File: src/hpdpg_pkg.sv
// Shared types and constants for the hot-plug-detect pulse pattern generator.
// No dependencies; used by the top level, the checker and the testbench.
package hpdpg_pkg;

    // Item kinds carried in the slave-side tuser field
    typedef enum logic [2:0] {
        MODE_TICK     = 3'd0,
        MODE_PLUG     = 3'd1,
        MODE_UNPLUG   = 3'd2,
        MODE_LOAD_SEG = 3'd3,
        MODE_START_RP = 3'd4,
        MODE_START_MX = 3'd5
    } mode_t;

    // Configuration register indexes
    typedef enum logic [2:0] {
        CFG_LOW_WIDTH  = 3'd0,
        CFG_HIGH_WIDTH = 3'd1,
        CFG_REPEAT_CNT = 3'd2,
        CFG_END_HIGH   = 3'd3,
        CFG_SEG_COUNT  = 3'd4
    } cfg_index_t;

    localparam int FIELD_WIDTH = 24;  // width of all width fields and registers
    localparam int REPEAT_BITS = 16;
    localparam int SEGCNT_BITS = 6;
    localparam int SEGIDX_BITS = 5;
    localparam int STEP_BITS   = 17;  // phase number, up to twice the repeat count
    localparam int CFG_IDX_BITS = 3;

endpackage

File: src/hpdpg_seg_mem.sv
// Segment width store: one write port, one registered read port.
// Forwards a write made at the previous edge so a read never returns stale data.
// Depends on nothing but its parameters.
module hpdpg_seg_mem #(
    parameter int DEPTH = 32,
    parameter int DW    = 24
) (
    input  logic                     clk,
    input  logic                     rst_n,
    input  logic                     we,
    input  logic [$clog2(DEPTH)-1:0] waddr,
    input  logic [DW-1:0]            wdata,
    input  logic [$clog2(DEPTH)-1:0] raddr,
    output logic [DW-1:0]            rdata
);

    localparam int AW = $clog2(DEPTH);

    logic [DW-1:0] mem [DEPTH];
    logic [DW-1:0] mem_q_reg;
    logic [AW-1:0] raddr_reg;
    logic          fwd_valid_reg;
    logic [AW-1:0] fwd_addr_reg;
    logic [DW-1:0] fwd_data_reg;

    always_ff @(posedge clk)
    begin
        if (we)
        begin
            mem[waddr] <= wdata;
        end
        mem_q_reg    <= mem[raddr];
        raddr_reg    <= raddr;
        fwd_addr_reg <= waddr;
        fwd_data_reg <= wdata;
    end

    always_ff @(posedge clk or negedge rst_n)
    begin
        if (!rst_n)
        begin
            fwd_valid_reg <= 1'b0;
        end
        else
        begin
            fwd_valid_reg <= we;
        end
    end

    // read at the same edge as a write sees old contents; take the written word
    assign rdata = (fwd_valid_reg && (fwd_addr_reg == raddr_reg)) ? fwd_data_reg : mem_q_reg;

endmodule

File: src/hpd_pulse_pattern_generator.sv
// Top level of the hot-plug-detect pulse pattern generator.
// Depends on hpdpg_pkg and hpdpg_seg_mem.
//
// Usage:
//   Slave stream (s_tvalid/s_tready/s_tuser/s_tdata) takes one item per
//   transaction: s_tuser carries the item kind (tick, plug, unplug, load
//   segment, start repeat, start mixed), s_tdata the segment slot and width.
//   Master stream (m_tvalid/m_tready/m_tdata) returns exactly one result per
//   item: line level, busy flag and error flag.
//   The config port (cfg_we/cfg_index/cfg_wdata) writes one register per
//   cycle with cfg_we high; write it only while no sequence runs.
//   The result is registered and shows in the cycle after the input transaction.
//   Throughput: one item per cycle while results are taken; all state updates
//   in the cycle of acceptance, and the segment memory read for the next phase
//   is issued ahead from the next phase number, so a phase change never waits.
//   Reset clears the line low and idle and loads register defaults; segment
//   slots hold no defined value until loaded.
//   When m_tready is low with a result held, s_tready drops and all state
//   holds until the result is taken.
module hpd_pulse_pattern_generator #(
    parameter int MAX_SEGMENTS = 32,
    parameter int WIDTH_BITS   = 24
) (
    input  logic        clk,
    input  logic        rst_n,
    // slave stream
    input  logic        s_tvalid,
    output logic        s_tready,
    input  logic [7:0]  s_tuser,   // [2:0] mode
    input  logic [31:0] s_tdata,   // [4:0] seg_index, [28:5] seg_width
    // master stream
    output logic        m_tvalid,
    input  logic        m_tready,
    output logic [7:0]  m_tdata,   // [0] hpd_level, [1] busy_res, [2] error
    // configuration
    input  logic        cfg_we,
    input  logic [2:0]  cfg_index,
    input  logic [23:0] cfg_wdata
);

    localparam int AW = $clog2(MAX_SEGMENTS);
    localparam int SW = (WIDTH_BITS < hpdpg_pkg::FIELD_WIDTH) ?
                        WIDTH_BITS : hpdpg_pkg::FIELD_WIDTH;
    localparam int ST = hpdpg_pkg::STEP_BITS;
    localparam logic [8:0]    MAX_9  = 9'(MAX_SEGMENTS);
    localparam logic [ST-1:0] MAX_ST = ST'(MAX_SEGMENTS);

    // configuration registers
    logic [hpdpg_pkg::FIELD_WIDTH-1:0] low_width_reg;
    logic [hpdpg_pkg::FIELD_WIDTH-1:0] high_width_reg;
    logic [hpdpg_pkg::REPEAT_BITS-1:0] repeat_count_reg;
    logic                              end_high_reg;
    logic [hpdpg_pkg::SEGCNT_BITS-1:0] segment_count_reg;

    // sequence state
    logic          line_level_reg, line_level_next;
    logic          running_reg, running_next;
    logic          mixed_mode_reg, mixed_mode_next;
    logic [SW-1:0] ticks_left_reg, ticks_left_next;
    logic [ST-1:0] step_reg, step_next;

    // output register
    logic m_valid_reg, m_valid_next;
    logic level_out_reg, busy_out_reg, error_out_reg;
    logic err;

    // input fields
    hpdpg_pkg::mode_t                  mode;
    logic [hpdpg_pkg::SEGIDX_BITS-1:0] seg_index;
    logic [hpdpg_pkg::FIELD_WIDTH-1:0] seg_width;
    logic                              accept;

    // segment memory
    logic          seg_we;
    logic [AW-1:0] seg_waddr;
    logic [AW-1:0] seg_raddr;
    logic [SW-1:0] seg_rdata;
    logic [8:0]    idx_wide;
    logic [ST-1:0] raddr_step;

    // derived values
    logic [SW-1:0] low_m, high_m, wid_m;
    logic [ST-1:0] step_inc;
    logic [ST-1:0] total;
    logic [ST-1:0] mixed_total;

    assign mode      = hpdpg_pkg::mode_t'(s_tuser[2:0]);
    assign seg_index = s_tdata[4:0];
    assign seg_width = s_tdata[28:5];
    assign accept    = s_tvalid && s_tready;
    assign s_tready  = !m_valid_reg || m_tready;

    assign low_m     = low_width_reg[SW-1:0];
    assign high_m    = high_width_reg[SW-1:0];
    assign wid_m     = seg_width[SW-1:0];
    assign idx_wide  = {4'b0, seg_index};
    assign seg_waddr = idx_wide[AW-1:0];
    assign step_inc  = step_reg + ST'(1);

    assign mixed_total = ({3'b0, segment_count_reg} > MAX_9) ? MAX_ST :
                         ST'(segment_count_reg);
    assign total = mixed_mode_reg ? mixed_total : {repeat_count_reg, 1'b0};

    always_comb
    begin
        line_level_next = line_level_reg;
        running_next    = running_reg;
        mixed_mode_next = mixed_mode_reg;
        ticks_left_next = ticks_left_reg;
        step_next       = step_reg;
        seg_we          = 1'b0;
        err             = 1'b0;
        if (accept)
        begin
            if (mode == hpdpg_pkg::MODE_TICK)
            begin
                if (running_reg)
                begin
                    if (ticks_left_reg > SW'(1))
                    begin
                        ticks_left_next = ticks_left_reg - SW'(1);
                    end
                    else if (step_inc >= total)
                    begin
                        // last phase done: drop to idle at the final level
                        running_next    = 1'b0;
                        ticks_left_next = '0;
                        step_next       = step_inc;
                        line_level_next = mixed_mode_reg ? total[0] : end_high_reg;
                    end
                    else
                    begin
                        step_next       = step_inc;
                        line_level_next = step_inc[0];
                        if (mixed_mode_reg)
                        begin
                            ticks_left_next = seg_rdata;
                        end
                        else
                        begin
                            ticks_left_next = step_inc[0] ? high_m : low_m;
                        end
                    end
                end
            end
            else if (running_reg)
            begin
                err = 1'b1;
            end
            else
            begin
                case (mode)
                    hpdpg_pkg::MODE_PLUG:
                    begin
                        line_level_next = 1'b1;
                    end
                    hpdpg_pkg::MODE_UNPLUG:
                    begin
                        line_level_next = 1'b0;
                    end
                    hpdpg_pkg::MODE_LOAD_SEG:
                    begin
                        if ((wid_m == '0) || (idx_wide >= MAX_9))
                        begin
                            err = 1'b1;
                        end
                        else
                        begin
                            seg_we = 1'b1;
                        end
                    end
                    hpdpg_pkg::MODE_START_RP:
                    begin
                        if ((low_m == '0) || (high_m == '0) || (repeat_count_reg == '0))
                        begin
                            err = 1'b1;
                        end
                        else
                        begin
                            mixed_mode_next = 1'b0;
                            running_next    = 1'b1;
                            step_next       = '0;
                            line_level_next = 1'b0;
                            ticks_left_next = low_m;
                        end
                    end
                    hpdpg_pkg::MODE_START_MX:
                    begin
                        if ((segment_count_reg == '0) || ({3'b0, segment_count_reg} > MAX_9))
                        begin
                            err = 1'b1;
                        end
                        else
                        begin
                            // idle read address is slot 0, so its width is already here
                            mixed_mode_next = 1'b1;
                            running_next    = 1'b1;
                            step_next       = '0;
                            line_level_next = 1'b0;
                            ticks_left_next = seg_rdata;
                        end
                    end
                    default:
                    begin
                        err = 1'b1;
                    end
                endcase
            end
        end
    end

    // prefetch the width of the phase after the next one
    assign raddr_step = step_next + ST'(1);
    assign seg_raddr  = running_next ? raddr_step[AW-1:0] : '0;

    assign m_valid_next = accept || (m_valid_reg && !m_tready);

    hpdpg_seg_mem #(
        .DEPTH (MAX_SEGMENTS),
        .DW    (SW)
    ) u_seg_mem (
        .clk   (clk),
        .rst_n (rst_n),
        .we    (seg_we),
        .waddr (seg_waddr),
        .wdata (wid_m),
        .raddr (seg_raddr),
        .rdata (seg_rdata)
    );

    always_ff @(posedge clk or negedge rst_n)
    begin
        if (!rst_n)
        begin
            low_width_reg     <= hpdpg_pkg::FIELD_WIDTH'(1);
            high_width_reg    <= hpdpg_pkg::FIELD_WIDTH'(1);
            repeat_count_reg  <= hpdpg_pkg::REPEAT_BITS'(1);
            end_high_reg      <= 1'b1;
            segment_count_reg <= hpdpg_pkg::SEGCNT_BITS'(1);
        end
        else if (cfg_we)
        begin
            case (hpdpg_pkg::cfg_index_t'(cfg_index))
                hpdpg_pkg::CFG_LOW_WIDTH:  low_width_reg     <= cfg_wdata;
                hpdpg_pkg::CFG_HIGH_WIDTH: high_width_reg    <= cfg_wdata;
                hpdpg_pkg::CFG_REPEAT_CNT: repeat_count_reg  <= cfg_wdata[15:0];
                hpdpg_pkg::CFG_END_HIGH:   end_high_reg      <= cfg_wdata[0];
                hpdpg_pkg::CFG_SEG_COUNT:  segment_count_reg <= cfg_wdata[5:0];
                default: ;
            endcase
        end
    end

    always_ff @(posedge clk or negedge rst_n)
    begin
        if (!rst_n)
        begin
            line_level_reg <= 1'b0;
            running_reg    <= 1'b0;
            mixed_mode_reg <= 1'b0;
            ticks_left_reg <= '0;
            step_reg       <= '0;
            m_valid_reg    <= 1'b0;
        end
        else
        begin
            line_level_reg <= line_level_next;
            running_reg    <= running_next;
            mixed_mode_reg <= mixed_mode_next;
            ticks_left_reg <= ticks_left_next;
            step_reg       <= step_next;
            m_valid_reg    <= m_valid_next;
        end
    end

    always_ff @(posedge clk)
    begin
        if (accept)
        begin
            level_out_reg <= line_level_next;
            busy_out_reg  <= running_next;
            error_out_reg <= err;
        end
    end

    assign m_tvalid = m_valid_reg;
    assign m_tdata  = {5'b0, error_out_reg, busy_out_reg, level_out_reg};

endmodule

File: config.mk
export PLATFORM = sky130hd
export DESIGN_NAME = hpd_pulse_pattern_generator
export DESIGN_NICKNAME = d
export VERILOG_FILES = /design/src/hpdpg_pkg.sv /design/src/hpdpg_seg_mem.sv /design/src/hpd_pulse_pattern_generator.sv
export SDC_FILE = /design/constraint.sdc
export NUM_CORES = 1
export LEC_CHECK = 0
export BUFFER_PORTS_ARGS = -buffer_cell sky130_fd_sc_hd__buf_2
export CAP_MARGIN = 20
export CELL_PAD_IN_SITES_DETAIL_PLACEMENT = 1
export CELL_PAD_IN_SITES_GLOBAL_PLACEMENT = 2
export CORE_ASPECT_RATIO = 1.4
export CORE_MARGIN = 1.5
export CORE_UTILIZATION = 50
export CTS_CLUSTER_SIZE = 25
export DETAILED_ROUTE_END_ITERATION = 6
export PLACE_DENSITY = 0.92
export SLEW_MARGIN = 10
export SYNTH_ARGS = -nofsm -noshare
export SYNTH_HDL_FRONTEND = slang
export SYNTH_HIERARCHICAL = 1
export SYNTH_SLANG_ARGS = --single-unit
export TNS_END_PERCENT = 100
File: constraint.sdc
create_clock -name clk -period 12.8 [get_ports clk]
set_input_delay 0.64 -clock clk [delete_from_list [all_inputs] [get_ports clk]]
set_output_delay 0.64 -clock clk [all_outputs]
set_load 0.1 [all_outputs]
Word level (Yosys, flattened, before mapping) --
Memory sizes are Yosys's and may differ from the RTL's. A register that Yosys moved wholly into a read port is not among the register bits. Index checks and enable logic that the tools add are counted. W data, S select, Z words.
Storage, ports and cells: register bits after elaboration 154, bits in writable memories 768, logic and storage cells 128, memories 1
Memory list:
- u_seg_mem.mem | words 32, width 24, rd ports 1, clocked after Yosys merged registers in 1, wr ports 1, RTL line hpdpg_seg_mem.sv:19 | logic [DW-1:0] mem [DEPTH];
Operators by class: add/sub/neg operators 3, order comparisons 4, equality and inequality tests 16, mux-type cells 56, bitwise logic cells 2, reduce and logical (&&, ||, !) cells 28
Operators by type and width (count):
- $mux W24 | 10
- $mux W17 | 8
- $logic_not A24 Y1 | 3
- $pmux W24 S2 | 1
- $pmux W17 S2 | 1
- $mux W1 | 30
- $gt A24 B1 Y1 const B | 1
- $sub A24 B1 Y24 const B | 1
- $add A17 B1 Y17 const B | 1
- $ge A17 B17 Y1 | 1
- $logic_not A16 Y1 | 1
- $eq A3 B2 Y1 const B | 4
- $reduce_and A6 Y1 | 2
- $reduce_and A2 Y1 | 5
- $eq A3 B3 Y1 const B | 3
- $pmux W1 S4 | 2
- $eq A3 B1 Y1 const B | 2
- $ge A5 B6 Y1 const B | 1
- $gt A6 B6 Y1 const B | 1
- $logic_not A3 Y1 | 2
- $logic_not A6 Y1 | 1
- $logic_or A1 B1 Y1 | 6
- $mux W6 | 1
- $ne A2 B2 Y1 const B | 3
- other kinds (12) | 18

Logic depth before layout (Yosys ltp) --
Gate-level depths: netlist of the first run.
word-level depth 10, depth in mapped cells 24, depth with buffers taken out 21

Hierarchy --
Netlist of the first run, hierarchy kept.
By module, submodules not included:
- hpdpg_seg_mem | times used 1, cells an instance 1780, area each 31560.3 sq um
- hpd_pulse_pattern_generator | times used 1, cells an instance 821, area each 7538.5 sq um

Least setup slack after synthesis of the first run --
OpenSTA, ideal clock, no wires.
path type register to register, start point register m_valid_reg (netlist: m_tvalid), end point register u_seg_mem.mem_q_reg[10] (read register of u_seg_mem.mem), setup time 124 ps, data arrival time 4618 ps, data required time 12676 ps, slack 8058 ps, cell stages (with the launch flop) 18, buffers on the path 3, clock period less this slack 4742 ps, cell sequence dfrtp_1 nand2b_1 nand2_1 clkbuf_1 inv_1 and4_1 o21ai_0 o311a_1 inv_1 ha_1 and4_1 nor3_1 or2_1 clkbuf_1 clkbuf_1 nor3_1 a31oi_1 nand3_1
On the way: word-level cells in the longest chain between the ends 6, elaborated cells between the ends (all ways) 7, classes of those cells 1 x add/sub; 3 x mux; 3 x reduce/logical
Ends and longest elaborated chain:
- start: declaration | RTL line hpd_pulse_pattern_generator.sv:63 | logic m_valid_reg, m_valid_next;
- start signal: assignment | RTL line hpd_pulse_pattern_generator.sv:272 | m_valid_reg <= m_valid_next;
- $logic_not A1 Y1 | RTL line hpd_pulse_pattern_generator.sv:91 | assign s_tready = !m_valid_reg || m_tready;
- $logic_or A1 B1 Y1 | RTL line hpd_pulse_pattern_generator.sv:91
- named net s_tready | RTL line hpd_pulse_pattern_generator.sv:28 | output logic s_tready,
- $logic_and A1 B1 Y1 | RTL line hpd_pulse_pattern_generator.sv:90 | assign accept = s_tvalid && s_tready;
- named net accept | RTL line hpd_pulse_pattern_generator.sv:71 | logic accept;
- $mux W17 | RTL line hpd_pulse_pattern_generator.sv:113 | if (accept)
- named net step_next[1] | RTL line hpd_pulse_pattern_generator.sv:60 | logic [ST-1:0] step_reg, step_next;
- $add A5 B1 Y5 | RTL line hpd_pulse_pattern_generator.sv:213 | assign raddr_step = step_next + ST'(1);
- $mux W5 | RTL line hpd_pulse_pattern_generator.sv:214 | assign seg_raddr = running_next ? raddr_step[AW-1:0] : '0;
- named net seg_raddr[4] | RTL line hpd_pulse_pattern_generator.sv:76 | logic [AW-1:0] seg_raddr;
- end: declaration | RTL line hpdpg_seg_mem.sv:20 | logic [DW-1:0] mem_q_reg;
The timed path passes the listed nets, and every way through them passes these cells. A chain may end at the register's enable or synchronous reset.

Worst setup path in the final report of the first run --
start point register step_reg[0], end point register u_seg_mem.mem_q_reg[7] (read register of u_seg_mem.mem)
On the way: word-level cells in the longest chain between the ends 8, elaborated cells between the ends (all ways) 17, classes of those cells 2 x add/sub; 1 x order compare; 14 x mux
Ends and longest elaborated chain:
- start: declaration | RTL line hpd_pulse_pattern_generator.sv:60
- start signal: assignment | RTL line hpd_pulse_pattern_generator.sv:271 | step_reg <= step_next;
- $add A17 B1 Y17 | RTL line hpd_pulse_pattern_generator.sv:98 | assign step_inc = step_reg + ST'(1);
- $ge A17 B17 Y1 | RTL line hpd_pulse_pattern_generator.sv:123 | else if (step_inc >= total)
- $mux W1 | RTL line hpd_pulse_pattern_generator.sv:123
- $mux W1 | RTL line hpd_pulse_pattern_generator.sv:119 | if (ticks_left_reg > SW'(1))
- $mux W1 | RTL line hpd_pulse_pattern_generator.sv:117 | if (running_reg)
- $mux W1 | RTL line hpd_pulse_pattern_generator.sv:115 | if (mode == hpdpg_pkg::MODE_TICK)
- $mux W1 | RTL line hpd_pulse_pattern_generator.sv:113
- $mux W5 (*) | RTL line hpd_pulse_pattern_generator.sv:214
- named net seg_raddr[0] | RTL line hpd_pulse_pattern_generator.sv:76
The timed path passes the listed nets; every way through them passes the cells marked *.

==> summary.txt, run 1 <==
Die
  • Die Ht: 334 um
  • Num rows: 121
  • Starting density of the core: 0.503
  • Ports: 82
  • Die width: 239 um
  • Die area: 79900 um2
  • Core area: 77700 um2

Synthesis
  • Yosys top cell by area: edfxtp_1
  • Area contributors post-synth: edfxtp_1 (59%), mux2i_1 (10%), dfrtp_1 (7.2%), dfxtp_1 (3.0%), mux2_2 (2.1%)
  • Unique masters post-synth: 68
  • Synth Cell Area: 39100 um2
  • Most frequent cells after synthesis: edfxtp_1 (771), mux2i_1 (410), nand2_1 (180)
  • Post-synthesis cell count: 2601
  • Post-synth EDFFs: 771
  • FFs w/ async S/R, synth: 0.124
  • Post-synthesis sequential area ratio: 0.697
  • Ys flop type: edfxtp_1
  • YS warnings: 6
  • Synthesized area per cell: 15.0 um2
  • Synth top area share: 0.592
  • Yosys reg bits: 946
  • Most common cell in the netlist: edfxtp_1

Worst setup path
  • Critical path capture point type: flip-flop
  • Crit path kind: reg2reg
  • Cell mode on critical path: buf_4
  • Critical Path Max Stage Delay: 0.92 ns
  • Worst Path Required: 13.32 ns
  • Launch point of the critical path: step_reg[0]$_DFF_PN0_
  • Worst r2r src: step_reg[0]$_DFF_PN0_
  • CP max stage cell: buf_4
  • Critical Path Source Type: flip-flop
  • Worst-path fanout max: 60
  • Worst-path cell chain: buf_4 > ha_1 > nand2_1 > nor3_1 > and3_1 > nand3_1 > xnor2_1 > ha_1 > a21oi_1 > o21ai_0 > a2111oi_0 > a21oi_1 > o2111ai_1 > nand2_1 > nor2_4 > buf_4 > buf_4 > mux2i_1 > a22oi_1 > a31oi_1 > nand3_1
  • Worst EP arrival: 8.17 ns
  • CP top delay family: buffers and inverters
  • CP bufs+invs: 3

Global routing
  • First-pass GRT wire length: 155000 um
  • Antenna violations before repair: 4
  • Largest net degree at the start of global routing: 118
  • Vias in the first global route: 24.8k
  • Total gr overflow: 0
  • All-Layer GR Usage: 0.260

Power and ir drop
  • Logic gate share of total power: 0.152
  • PwrDens: 170 nW/um2
  • Switching Share: 0.274
  • Sequential share of power: 0.489
  • Worst vdd ir: 0.000105 V
  • Clock power frac: 0.359
  • Switching power of the nets: 2.02 mW
  • Leakage power: 17.1 nW
  • Internal power: 5.36 mW

Routing
  • Initial detailed-routing violation count: 1783
  • Vias per cell: 6.09
  • Total number of vias: 23.0k
  • Post-route ant nets: 0
  • Total Wirelength: 103000 um
  • # DRC: 0
  • Routed WL per cell: 27.2 um
  • TritonRoute pass-1 iters: 6

CTS
  • CTS tree: built
  • # hold bufs at CTS: 0
  • Clock latency on the worst-skew pair: 0.67 ns
  • Bufs on Longest Clock Path: 3
  • Clock Tree Root: clkbuf_16
  • Post_cts resized: 0
  • Postcts setup bufs: 0
  • Total CTS buffers: 87
  • CTS clk-pin slew, worst paths: 0.07 ns
  • Clock Sinks: 946
  • H-tree Lvls: 3

Run
  • Max Cap Viol: 0

Timing
  • Final period utilization: 0.598
  • Sum Neg Setup Slack: 0 ns
  • Max-slew violations: 0
  • Peak Freq: 0.131 GHz
  • Final setup violation count: 0
  • Setup skew after layout: 0.0288 ns
  • Worst slew pin tran: 1.17 ns
  • Slew margin rel.: 0.209
  • Final Hold Fails: 0
  • Fin crit period: 7.65 ns
  • Hold slack: 0.0138 ns
  • RSZ-0062 raised after global routing: false

Placement
  • IO buf count: 68
  • Dpl hpwl: 63700 um
  • Routability Congestion: 0.827

Layout
  • Share of layout cells above drive strength 1: 0.144
  • Fill cell count: 7293
  • Nets: 2760
  • Max reg flops: 768
  • P&R area growth vs syn: 11.0%
  • Biggest register: u_seg_mem/mem

Outcome
  • Status: finished clean

Min path
  • Hold crit path type: in2async
==> power groups by stage <==
stage | Clock [mW] | Combinational, mW | Sequential [mW]
finish | 2.65 | 1.13 | 3.61
detailed placement | 0 | 1.11 | 3.66
global placement | 0 | 1.05 | 3.65
global route | 2.78 | 1.21 | 3.62
floorplan | 0 | 0.777 | 3.61
CTS | 2.69 | 1.12 | 3.60
==> logic make-up after synthesis <==
kind of cell               share of synthesized area
and+or+nand+nor                               0.0660
AOI/OAI and AO/OA                             0.0670
adders and majority gates                    0.00672
DFF                                            0.697
other                                      0.0000959
muxes                                          0.133
buffers and inverters                         0.0242
xor gates and xnor gates                     0.00650
==> layout by cell type, fill, tap and decap left out, types with 17 or more instances in the layout <==
cell       synthesis  routed
a21oi_1          114     114
a22o_1            50      50
a22oi_1           85      85
a31oi_1           27      27
buf_2             30      67
buf_4             22      58
clkbuf_16          0      88
dfrtp_1          112     112
dfxtp_1           58      58
edfxtp_1         771     771
ha_1              21      21
mux2_1            24      24
mux2_2            72      72
mux2i_1          410     410
nand2_1          180     180
nand3_1           95      95
nor2_1            75      41
nor2_2             0      31
nor3_1            37      36
nor4_1            35      35
o21ai_0           83      83
o31ai_1           19      19
xnor2_1           17      17
==> through the flow <==
stage	cell area [um2]	worst slack (ns)	cells	util	total power, mW
5_1_grt	43400	4.69	3785	0.559	7.62
3_5_place_dp	40500	5.28	3622	0.521	4.77
2_1_floorplan	39100	8.06	2605	-	4.38
4_1_cts	43400	5.19	3783	0.558	7.42
3_3_place_gp	40500	5.62	3622	0.521	4.70
6_report	43400	5.15	3785	0.559	7.38
==> metal layers <==
metal  global-route usage  vias to the layer above  part of all wire
li1                     -                    10100                 -
met1                0.310                    11900              0.39
met2                0.466                      737              0.52
met3               0.0381                      235             0.049
met4                0.112                        2             0.042
met5                    0                        -          0.000078
==> layout make-up <==
cell class | count | area, um2 | share of cell area
Sequential cell | 946 | 27200 | 0.628
Multi-Input combinational cell | 1494 | 11100 | 0.255
Clock buffer | 105 | 2320 | 0.0534
Tap cell | 1045 | 1310 | 0.0301
Timing Repair Buffer | 127 | 806 | 0.0186
Clock inverter | 56 | 593 | 0.0137
Inverter | 11 | 41.3 | 0.000952
Antenna cell | 1 | 2.50 | 0.0000577
==> worst reg2reg max path, delay by kind of cell (launching register included) <==
| kind | cells | cell delay, ns |
|---|---|---|
| buffers and inverters | 3 | 2.20 |
| AND/OR/NAND/NOR | 7 | 1.61 |
| flip-flops | 1 | 0.32 |
| adder cells (fa/ha/maj) | 2 | 0.66 |
| AO/OA/AOI/OAI | 7 | 2.08 |
| XOR/XNOR | 1 | 0.23 |
| multiplexers | 1 | 0.42 |
==> worst paths after layout <==
kind	to	slack, ns	depth (start not counted)
min in group clk	u_seg_mem/fwd_addr_reg[1]$_DFF_P_	0.15	1
max in group asynchronous	step_reg[0]$_DFF_PN0_	11.41	2
worst min-delay path	high_m[6]$_DFFE_PN0P_	0.01	1
worst max register to register	u_seg_mem/mem_q_reg[7]$_DFF_P_	5.15	21
worst max-delay path	u_seg_mem/mem_q_reg[7]$_DFF_P_	5.15	21
worst min register to register	step_reg[16]$_DFFE_PN0P_	0.52	2
Note: power is estimated with default switching activity, not from simulation.
==> inputs of run 2 (changes only) <==
--- a/config.mk
+++ b/config.mk
@@ -11,10 +11,10 @@
 export CELL_PAD_IN_SITES_GLOBAL_PLACEMENT = 2
 export CORE_ASPECT_RATIO = 1.4
 export CORE_MARGIN = 1.5
-export CORE_UTILIZATION = 50
+export CORE_UTILIZATION = 46
 export CTS_CLUSTER_SIZE = 25
 export DETAILED_ROUTE_END_ITERATION = 6
-export PLACE_DENSITY = 0.92
+export PLACE_DENSITY = 0.86
 export SLEW_MARGIN = 10
 export SYNTH_ARGS = -nofsm -noshare
 export SYNTH_HDL_FRONTEND = slang
==> constraint.sdc (replaced) <==
create_clock -name clk -period 7.07 [get_ports clk]
set_input_delay 0.3535 -clock clk [delete_from_list [all_inputs] [get_ports clk]]
set_output_delay 0.3535 -clock clk [all_outputs]
set_load 0.1 [all_outputs]
==> run 2 against run 1 <==
Compared with the run above:
- final cell count is 2.5% higher
- worst setup slack worse by 4.3 ns
- sequential cell count stayed put
- global-route usage is 2.0 points lower
- register-to-register slack worse by 4.3 ns
==> summary.txt, run 2 (synthesized netlist as in run 1, its figures left out) <==
Die
  • Starting density of the core: 0.464 (-0.0390)
  • Ports: 82 (unchanged)
  • Num rows: 126 (+4.1%)
  • Die Ht: 348 um (+4.2%)
  • Die area: 86800 um2 (+8.6%)
  • Core area: 84200 um2 (+8.4%)
  • Die width: 249 um (+4.2%)

CTS
  • CTS tree: built
  • Clock Sinks: 946 (unchanged)
  • Clock Tree Root: clkbuf_16
  • Total CTS buffers: 89 (+2.3%)
  • H-tree Lvls: 3 (unchanged)
  • Postcts setup bufs: 0 (unchanged)
  • Post_cts resized: 0 (unchanged)
  • CTS clk-pin slew, worst paths: 0.07 ns (about the same)
  • Bufs on Longest Clock Path: 3 (unchanged)
  • Clock latency on the worst-skew pair: 0.66 ns (about the same)

Placement
  • IO buf count: 68 (unchanged)
  • Routability Congestion: 0.848 (+2.5%)
  • Placed insts: 3681 (+1.6%)
  • Dpl hpwl: 63100 um (-0.83%)
  • Worst slack at placement: 0.951 ns (-4.33 ns)

Power and ir drop
  • Logic gate share of total power: 0.154 (+0.002)
  • Sequential share of power: 0.483 (-0.006)
  • Switching Share: 0.269 (-0.00446)
  • Clock power frac: 0.363 (+0.004)
  • Worst vdd ir: 0.000180 V (+72%)
  • PwrDens: 307 nW/um2 (+80%)
  • Internal power: 9.87 mW (+84%)
  • Switching power of the nets: 3.64 mW (+80%)
  • Leakage power: 17.4 nW (+1.8%)

Timing
  • Final worst slack: 0.891 ns (-4.26 ns)
  • RSZ-0062 raised after global routing: false
  • Setup skew after layout: 0.0312 ns (+0.00238 ns)
  • Final Hold Fails: 0 (unchanged)
  • Slew margin rel.: 0.102 (-0.108)
  • Peak Freq: 0.162 GHz (+24%)
  • Final period utilization: 0.874 (+0.276)
  • Final setup violation count: 0 (unchanged)
  • Worst slew pin tran: 1.34 ns (+0.160 ns)
  • Sum Neg Setup Slack: 0 ns (unchanged)
  • Fin crit period: 6.18 ns (-1.47 ns)
  • Max-slew violations: 0 (unchanged)

Routing
  • Routed WL per cell: 26.8 um (-1.4%)
  • TritonRoute pass-1 iters: 5 (-1)
  • Initial detailed-routing violation count: 1711 (-4.0%)
  • # DRC: 0 (unchanged)
  • Vias per cell: 5.98 (-1.8%)
  • Total Wirelength: 104000 um (+1.1%)
  • Post-route ant nets: 0 (unchanged)
  • Total number of vias: 23.2k (+0.64%)

Layout
  • Commonest cells after routing, fill and taps aside: edfxtp_1 (771), mux2i_1 (410), nand2_1 (180)
  • Share of layout cells above drive strength 1: 0.145 (+0.00137)
  • Max reg flops: 768 (unchanged)
  • Commonest non-fill, non-tap cell in the layout: edfxtp_1
  • Post-route insts no fill: 3879 (+2.5%)
  • P&R area growth vs syn: 12.7%
  • Biggest register: u_seg_mem/mem
  • Nets: 2809 (+1.8%)

Global routing
  • All-Layer GR Usage: 0.240 (-0.0203)
  • GR met3 Demand/Resource: 0.0316 (-0.00658)
  • Vias in the first global route: 25.3k (+1.8%)
  • Total gr overflow: 0 (unchanged)
  • Largest net degree at the start of global routing: 69 (-42%)
  • M1 GR Usage: 0.282 (-0.0278)
  • Antenna violations before repair: 5 (+1)
  • First-pass GRT wire length: 157000 um (+1.1%)
  • Busiest grt layer: met2
  • M2 GR Usage: 0.437 (-0.0289)

Worst setup path
  • Worst r2r src: step_reg[1]$_DFF_PN0_
  • Launch point of the critical path: step_reg[1]$_DFF_PN0_
  • Worst-path fanout max: 32 (-47%)
  • Critical path capture point type: flip-flop
  • Crit path kind: reg2reg
  • Worst EP arrival: 6.69 ns (-1.48 ns)
  • Worst Path Required: 7.58 ns (-5.74 ns)
  • Critical Path Source Type: flip-flop

Run
  • Max Cap Viol: 0 (unchanged)

Min path
  • Hold crit path type: in2reg
  • Hold wc startpoint: m_tready

Outcome
  • Status: finished clean
## run 2: stage by stage
stage	util	power [mW]	hold WS [ns]	area [um2]
3_3_place_gp	0.484	8.59	0.461	40700
4_1_cts	0.523	13.6	0.0114	44100
3_5_place_dp	0.484	8.68	0.468	40800
6_report	0.523	13.5	0.0572	44100
2_1_floorplan	-	7.94	0.0579	39100
5_1_grt	0.523	14.0	0.0867	44100
## run 2: layout make-up
| class | instances | area (um2) |
|---|---|---|
| Antenna cell | 2 | 5.00 |
| Timing Repair Buffer | 174 | 1340 |
| Inverter | 11 | 41.3 |
| Fill cell | 8045 | 40100 |
| Clock inverter | 61 | 689 |
| Sequential cell | 946 | 27200 |
| Multi-Input combinational cell | 1494 | 11100 |
| Tap cell | 1088 | 1360 |
| Clock buffer | 103 | 2300 |
## run 2: path summary, 6_finish.rpt
kind / end / slack (ns) / cells past startpoint
worst max register to register: u_seg_mem/mem_q_reg[12]$_DFF_P_ / 0.89 / 20
worst max-delay path: u_seg_mem/mem_q_reg[12]$_DFF_P_ / 0.89 / 20
worst min register to register: step_reg[16]$_DFFE_PN0P_ / 0.50 / 2
min in group asynchronous: step_reg[14]$_DFFE_PN0P_ / 0.30 / 2
max in group asynchronous: high_m[17]$_DFFE_PN0P_ / 5.39 / 3
worst min-delay path: m_tvalid$_DFF_PN0_ / 0.06 / 3
## run 2: worst max-delay path, cell delays in order (launching register included)
cell and delay (ns):
dfrtp_1 0.42, ha_1 0.31, nand2_1 0.14, nor3_1 0.42, and3_1 0.24, nand3_1 0.10
xnor2_1 0.21, ha_1 0.29, a21oi_1 0.16, o21ai_0 0.13, a2111oi_0 0.43, a21oi_1 0.26
o2111ai_1 0.49, nand2_1 0.25, nor2_1 0.53, nor2b_4 0.30, buf_4 0.48, a22o_1 0.20
nor3_1 0.05, a31oi_1 0.45, nand3_1 0.15
## run 2: what timing repair did
item / CTS / global route
hold buffers: 31 / 0
endpoints found under the hold margin: 127 / 0
endpoints found under the setup margin: 0 / 0
## run 2: routing by layer
metal / share of wire / up-vias / routed length, um
li1: - / 10300 / -
met1: 0.39 / 12000 / 40300
met2: 0.52 / 728 / 54500
met3: 0.049 / 228 / 5100
met4: 0.038 / 4 / 3980
met5: 0.00021 / - / 22
## run 2: power groups by stage
| stage | sequential, mW | clock (mW) | combinational [mW] |
|---|---|---|---|
| after detailed placement | 6.63 | 0 | 2.05 |
| after CTS | 6.52 | 5.00 | 2.09 |
| after floorplan | 6.53 | 0 | 1.41 |
| final | 6.52 | 4.90 | 2.08 |
| after global placement | 6.62 | 0 | 1.97 |
| after global routing | 6.55 | 5.17 | 2.26 |
==> inputs of run 3 (changes only) <==
--- a/config.mk
+++ b/config.mk
@@ -5,13 +5,14 @@
 export SDC_FILE = /design/constraint.sdc
 export NUM_CORES = 1
 export LEC_CHECK = 0
+export ABC_AREA = 1
 export BUFFER_PORTS_ARGS = -buffer_cell sky130_fd_sc_hd__buf_2
 export CAP_MARGIN = 20
 export CELL_PAD_IN_SITES_DETAIL_PLACEMENT = 1
 export CELL_PAD_IN_SITES_GLOBAL_PLACEMENT = 2
 export CORE_ASPECT_RATIO = 1.4
 export CORE_MARGIN = 1.5
-export CORE_UTILIZATION = 46
+export CORE_UTILIZATION = 42
 export CTS_CLUSTER_SIZE = 25
 export DETAILED_ROUTE_END_ITERATION = 6
 export PLACE_DENSITY = 0.86
==> run 3 against run 2 <==
Compared with the run above:
- sequential share of layout area is 2.8 points lower
- worst setup slack better by 0.92 ns
- highest routed layer is now met4
- routed wire length is 20% higher
- area after synthesis is 4.1% higher
- largest cell class unchanged
==> summary.txt, run 3 <==
Layout
  • Post-route insts no fill: 5305 (+37%)
  • Nets: 4025 (+43%)
  • Commonest cells after routing, fill and taps aside: nand2_1 (1370), edfxtp_1 (771), nand3_1 (636)
  • P&R area growth vs syn: 13.4%
  • Biggest register: u_seg_mem/mem
  • Share of layout cells above drive strength 1: 0.0967 (-0.0485)
  • Fill cell count: 10.3k (+28%)
  • Max reg flops: 768 (unchanged)
  • Commonest non-fill, non-tap cell in the layout: nand2_1
  • Final core occ: 0.482 (-0.0414)

CTS
  • Total CTS buffers: 93 (+4.5%)
  • Clock Sinks: 946 (unchanged)
  • Clock Tree Root: clkbuf_16
  • Clock latency on the worst-skew pair: 0.70 ns (+0.04 ns)
  • Bufs on Longest Clock Path: 3 (unchanged)
  • CTS tree: built
  • H-tree Lvls: 3 (unchanged)
  • CTS clk-pin slew, worst paths: 0.07 ns (about the same)
  • Post_cts resized: 0 (unchanged)

Die
  • Starting density of the core: 0.425 (-0.0392)
  • Die area: 98800 um2 (+14%)
  • Num rows: 134 (+6.3%)
  • Die Ht: 371 um (+6.7%)
  • Core area: 95700 um2 (+14%)
  • Die width: 266 um (+6.7%)
  • Ports: 82 (unchanged)

Worst setup path
  • CP max stage cell: dfrtp_1
  • Worst-path cell chain: clkinv_1 > nor2_1 > a22oi_1 > ha_1 > a21o_1 > o21ai_1 > nand3_1 > nand2_1 > nand4_2 > nand2_1 > nand2_1 > nor2_4 > clkinv_8 > buf_12 > nand2_1 > nand3_1 > nand3_1 > nand2_1 > nand2_1 > nand2_1 > nand2_1 > nand2_1
  • Critical Path Source Type: flip-flop
  • Cell mode on critical path: nand2_1
  • Critical Path Max Stage Delay: 0.78 ns (+0.25 ns)
  • Worst-path fanout max: 186 (+480%)
  • Worst EP arrival: 5.83 ns (-0.86 ns)
  • Crit path kind: reg2reg
  • Critical path capture point type: flip-flop
  • Worst Path Required: 7.64 ns (+0.06 ns)

Outcome
  • Status: finished clean

Synthesis
  • Yosys top cell by area: edfxtp_1
  • Yosys reg bits: 946 (unchanged)
  • Area contributors post-synth: edfxtp_1 (57%), nand2_1 (13%), nand3_1 (7.8%), dfrtp_1 (6.9%), dfxtp_1 (2.9%)
  • Post-synth EDFFs: 771 (unchanged)
  • Post-synthesis sequential area ratio: 0.669 (-0.0275)
  • Synth Cell Area: 40700 um2 (+4.1%)
  • FFs w/ async S/R, synth: 0.124 (unchanged)
  • Most frequent cells after synthesis: nand2_1 (1370), edfxtp_1 (771), nand3_1 (636)
  • Ys flop type: edfxtp_1
  • Synthesized area per cell: 10.5 um2 (-30%)
  • Unique masters post-synth: 54 (-21%)
  • Post-synthesis cell count: 3884 (+49%)
  • Most common cell in the netlist: nand2_1
  • Synth top area share: 0.569 (-0.0234)
  • YS warnings: 6 (unchanged)

Placement
  • Placed insts: 5092 (+38%)
  • IO buf count: 68 (unchanged)
  • Dpl hpwl: 71700 um (+14%)
  • Routability Congestion: 0.845 (-0.31%)

Routing
  • TritonRoute pass-1 iters: 5 (unchanged)
  • Routed WL per cell: 23.5 um (-12%)
  • Initial detailed-routing violation count: 2091 (+22%)
  • Total number of vias: 29.0k (+25%)
  • Max Used Layer: met4
  • Vias per cell: 5.46 (-8.7%)
  • Total Wirelength: 125000 um (+20%)
  • Metal-1 WL: 49500 um (+23%)
  • Post-route ant nets: 0 (unchanged)
  • Met2 wire length: 65600 um (+20%)
  • # DRC: 0 (unchanged)
  • Met3 WL post-DR: 5200 um (+2.0%)

Global routing
  • Vias in the first global route: 30.3k (+20%)
  • Largest net degree at the start of global routing: 187 (+170%)
  • Total gr overflow: 0 (unchanged)
  • First-pass GRT wire length: 186000 um (+19%)
  • Antenna violations before repair: 2 (-3)
  • All-Layer GR Usage: 0.252 (+0.0120)

Timing
  • Hold slack: 0.0448 ns (-0.0124 ns)
  • Worst slew pin tran: 1.23 ns (-0.108 ns)
  • Slew margin rel.: 0.180 (+0.0784)
  • Peak Freq: 0.190 GHz (+18%)
  • Fin crit period: 5.26 ns (-0.922 ns)
  • RSZ-0062 raised after global routing: false
  • Final setup violation count: 0 (unchanged)
  • Max-slew violations: 0 (unchanged)
  • Final Hold Fails: 0 (unchanged)
  • Setup skew after layout: 0.0340 ns (+0.00283 ns)
  • Sum Neg Setup Slack: 0 ns (unchanged)
  • Final period utilization: 0.743 (-0.130)

Power and ir drop
  • Pwr Total: 14.2 mW (+5.2%)
  • Leakage power: 17.7 nW (+2.0%)
  • Worst vdd ir: 0.000178 V (-1.4%)
  • PwrDens: 308 nW/um2 (+0.42%)

Min path
  • Hold crit path type: in2reg

Run
  • Max Cap Viol: 0 (unchanged)
==> run 3: cell count changes after synthesis, moves of 79 or more <==
cell / before / now
a22oi_1: 85 / 6
nand2_1: 180 / 1370
nor2_1: 75 / 169
nand3_1: 95 / 636
inv_1: 11 / 137
mux2i_1: 410 / 0
==> run 3: where the power goes <==
group | switching [mW] | total (mW) | leakage (nW) | internal [mW]
clock | 2.21 | 5.19 | 1.55 | 2.98
combinational | 1.86 | 2.61 | 7.29 | 0.752
sequential | 0.171 | 6.41 | 8.86 | 6.24
==> run 3: metrics by stage <==
stage                     worst slack, ns  instance area (um2)
after floorplan                      2.94                40700
after global placement               1.94                42300
after detailed placement             1.92                42400
after CTS                            1.86                45800
after global routing                 1.35                46100
final                                1.81                46100
==> run 3: kinds of logic after synthesis <==
| family | share of synthesized area |
|---|---|
| flip-flops | 0.669 |
| AO/OA/AOI/OAI | 0.0357 |
| XOR/XNOR | 0.00559 |
| adder cells (fa/ha/maj) | 0.00645 |
| other | 0.0000921 |
| buffers and inverters | 0.0474 |
| AND/OR/NAND/NOR | 0.235 |
==> run 3: layout make-up <==
class                   instances  area [um2]  area share
flip-flops and latches        946       27200       0.590
multi-input cells            2572       11800       0.256
clock buffers                 112        2460      0.0533
repair buffers                170        1710      0.0371
well taps                    1292        1620      0.0350
clock inverters                62         703      0.0152
inverters                     149         581      0.0126
diodes                          2        5.00    0.000108
==> run 3: worst paths after layout <==
kind | start | to | slack [ns] | cells after the start
max | mixed_mode_reg$_DFFE_PN0P_ | u_seg_mem/mem_q_reg[10]$_DFF_P_ | 1.81 | 22
min | cfg_wdata[3] | low_m[3]$_DFFE_PN0P_ | 0.04 | 3
max reg2reg | mixed_mode_reg$_DFFE_PN0P_ | u_seg_mem/mem_q_reg[10]$_DFF_P_ | 1.81 | 22
min reg2reg | high_m[1]$_DFFE_PN0P_ | high_m[1]$_DFFE_PN0P_ | 0.50 | 2
max in group asynchronous | rst_n | low_m[17]$_DFFE_PN0P_ | 5.74 | 4
min in group asynchronous | rst_n | running_reg$_DFF_PN0_ | 0.21 | 2
==> run 3: timing repair <==
action	4_1_cts	5_1_grt
endpoints found under the hold margin	77	0
hold buffers	24	0
setup buffers	0	0
==> run 3: worst max-delay path: cells and delay by family (launching register included) <==
family                     cells  cell delay [ns]
AOI/OAI and AO/OA              3             0.51
adders and majority gates      1             0.36
buffers and inverters          3             0.96
DFF                            1             0.78
and+or+nand+nor               15             2.13
==> run 3: layer usage <==
metal,GRT usage,vias up
met2,0.462,704
met1,0.299,14700
met3,0.0286,187
li1,-,13400
met5,0,-
met4,0.104,0
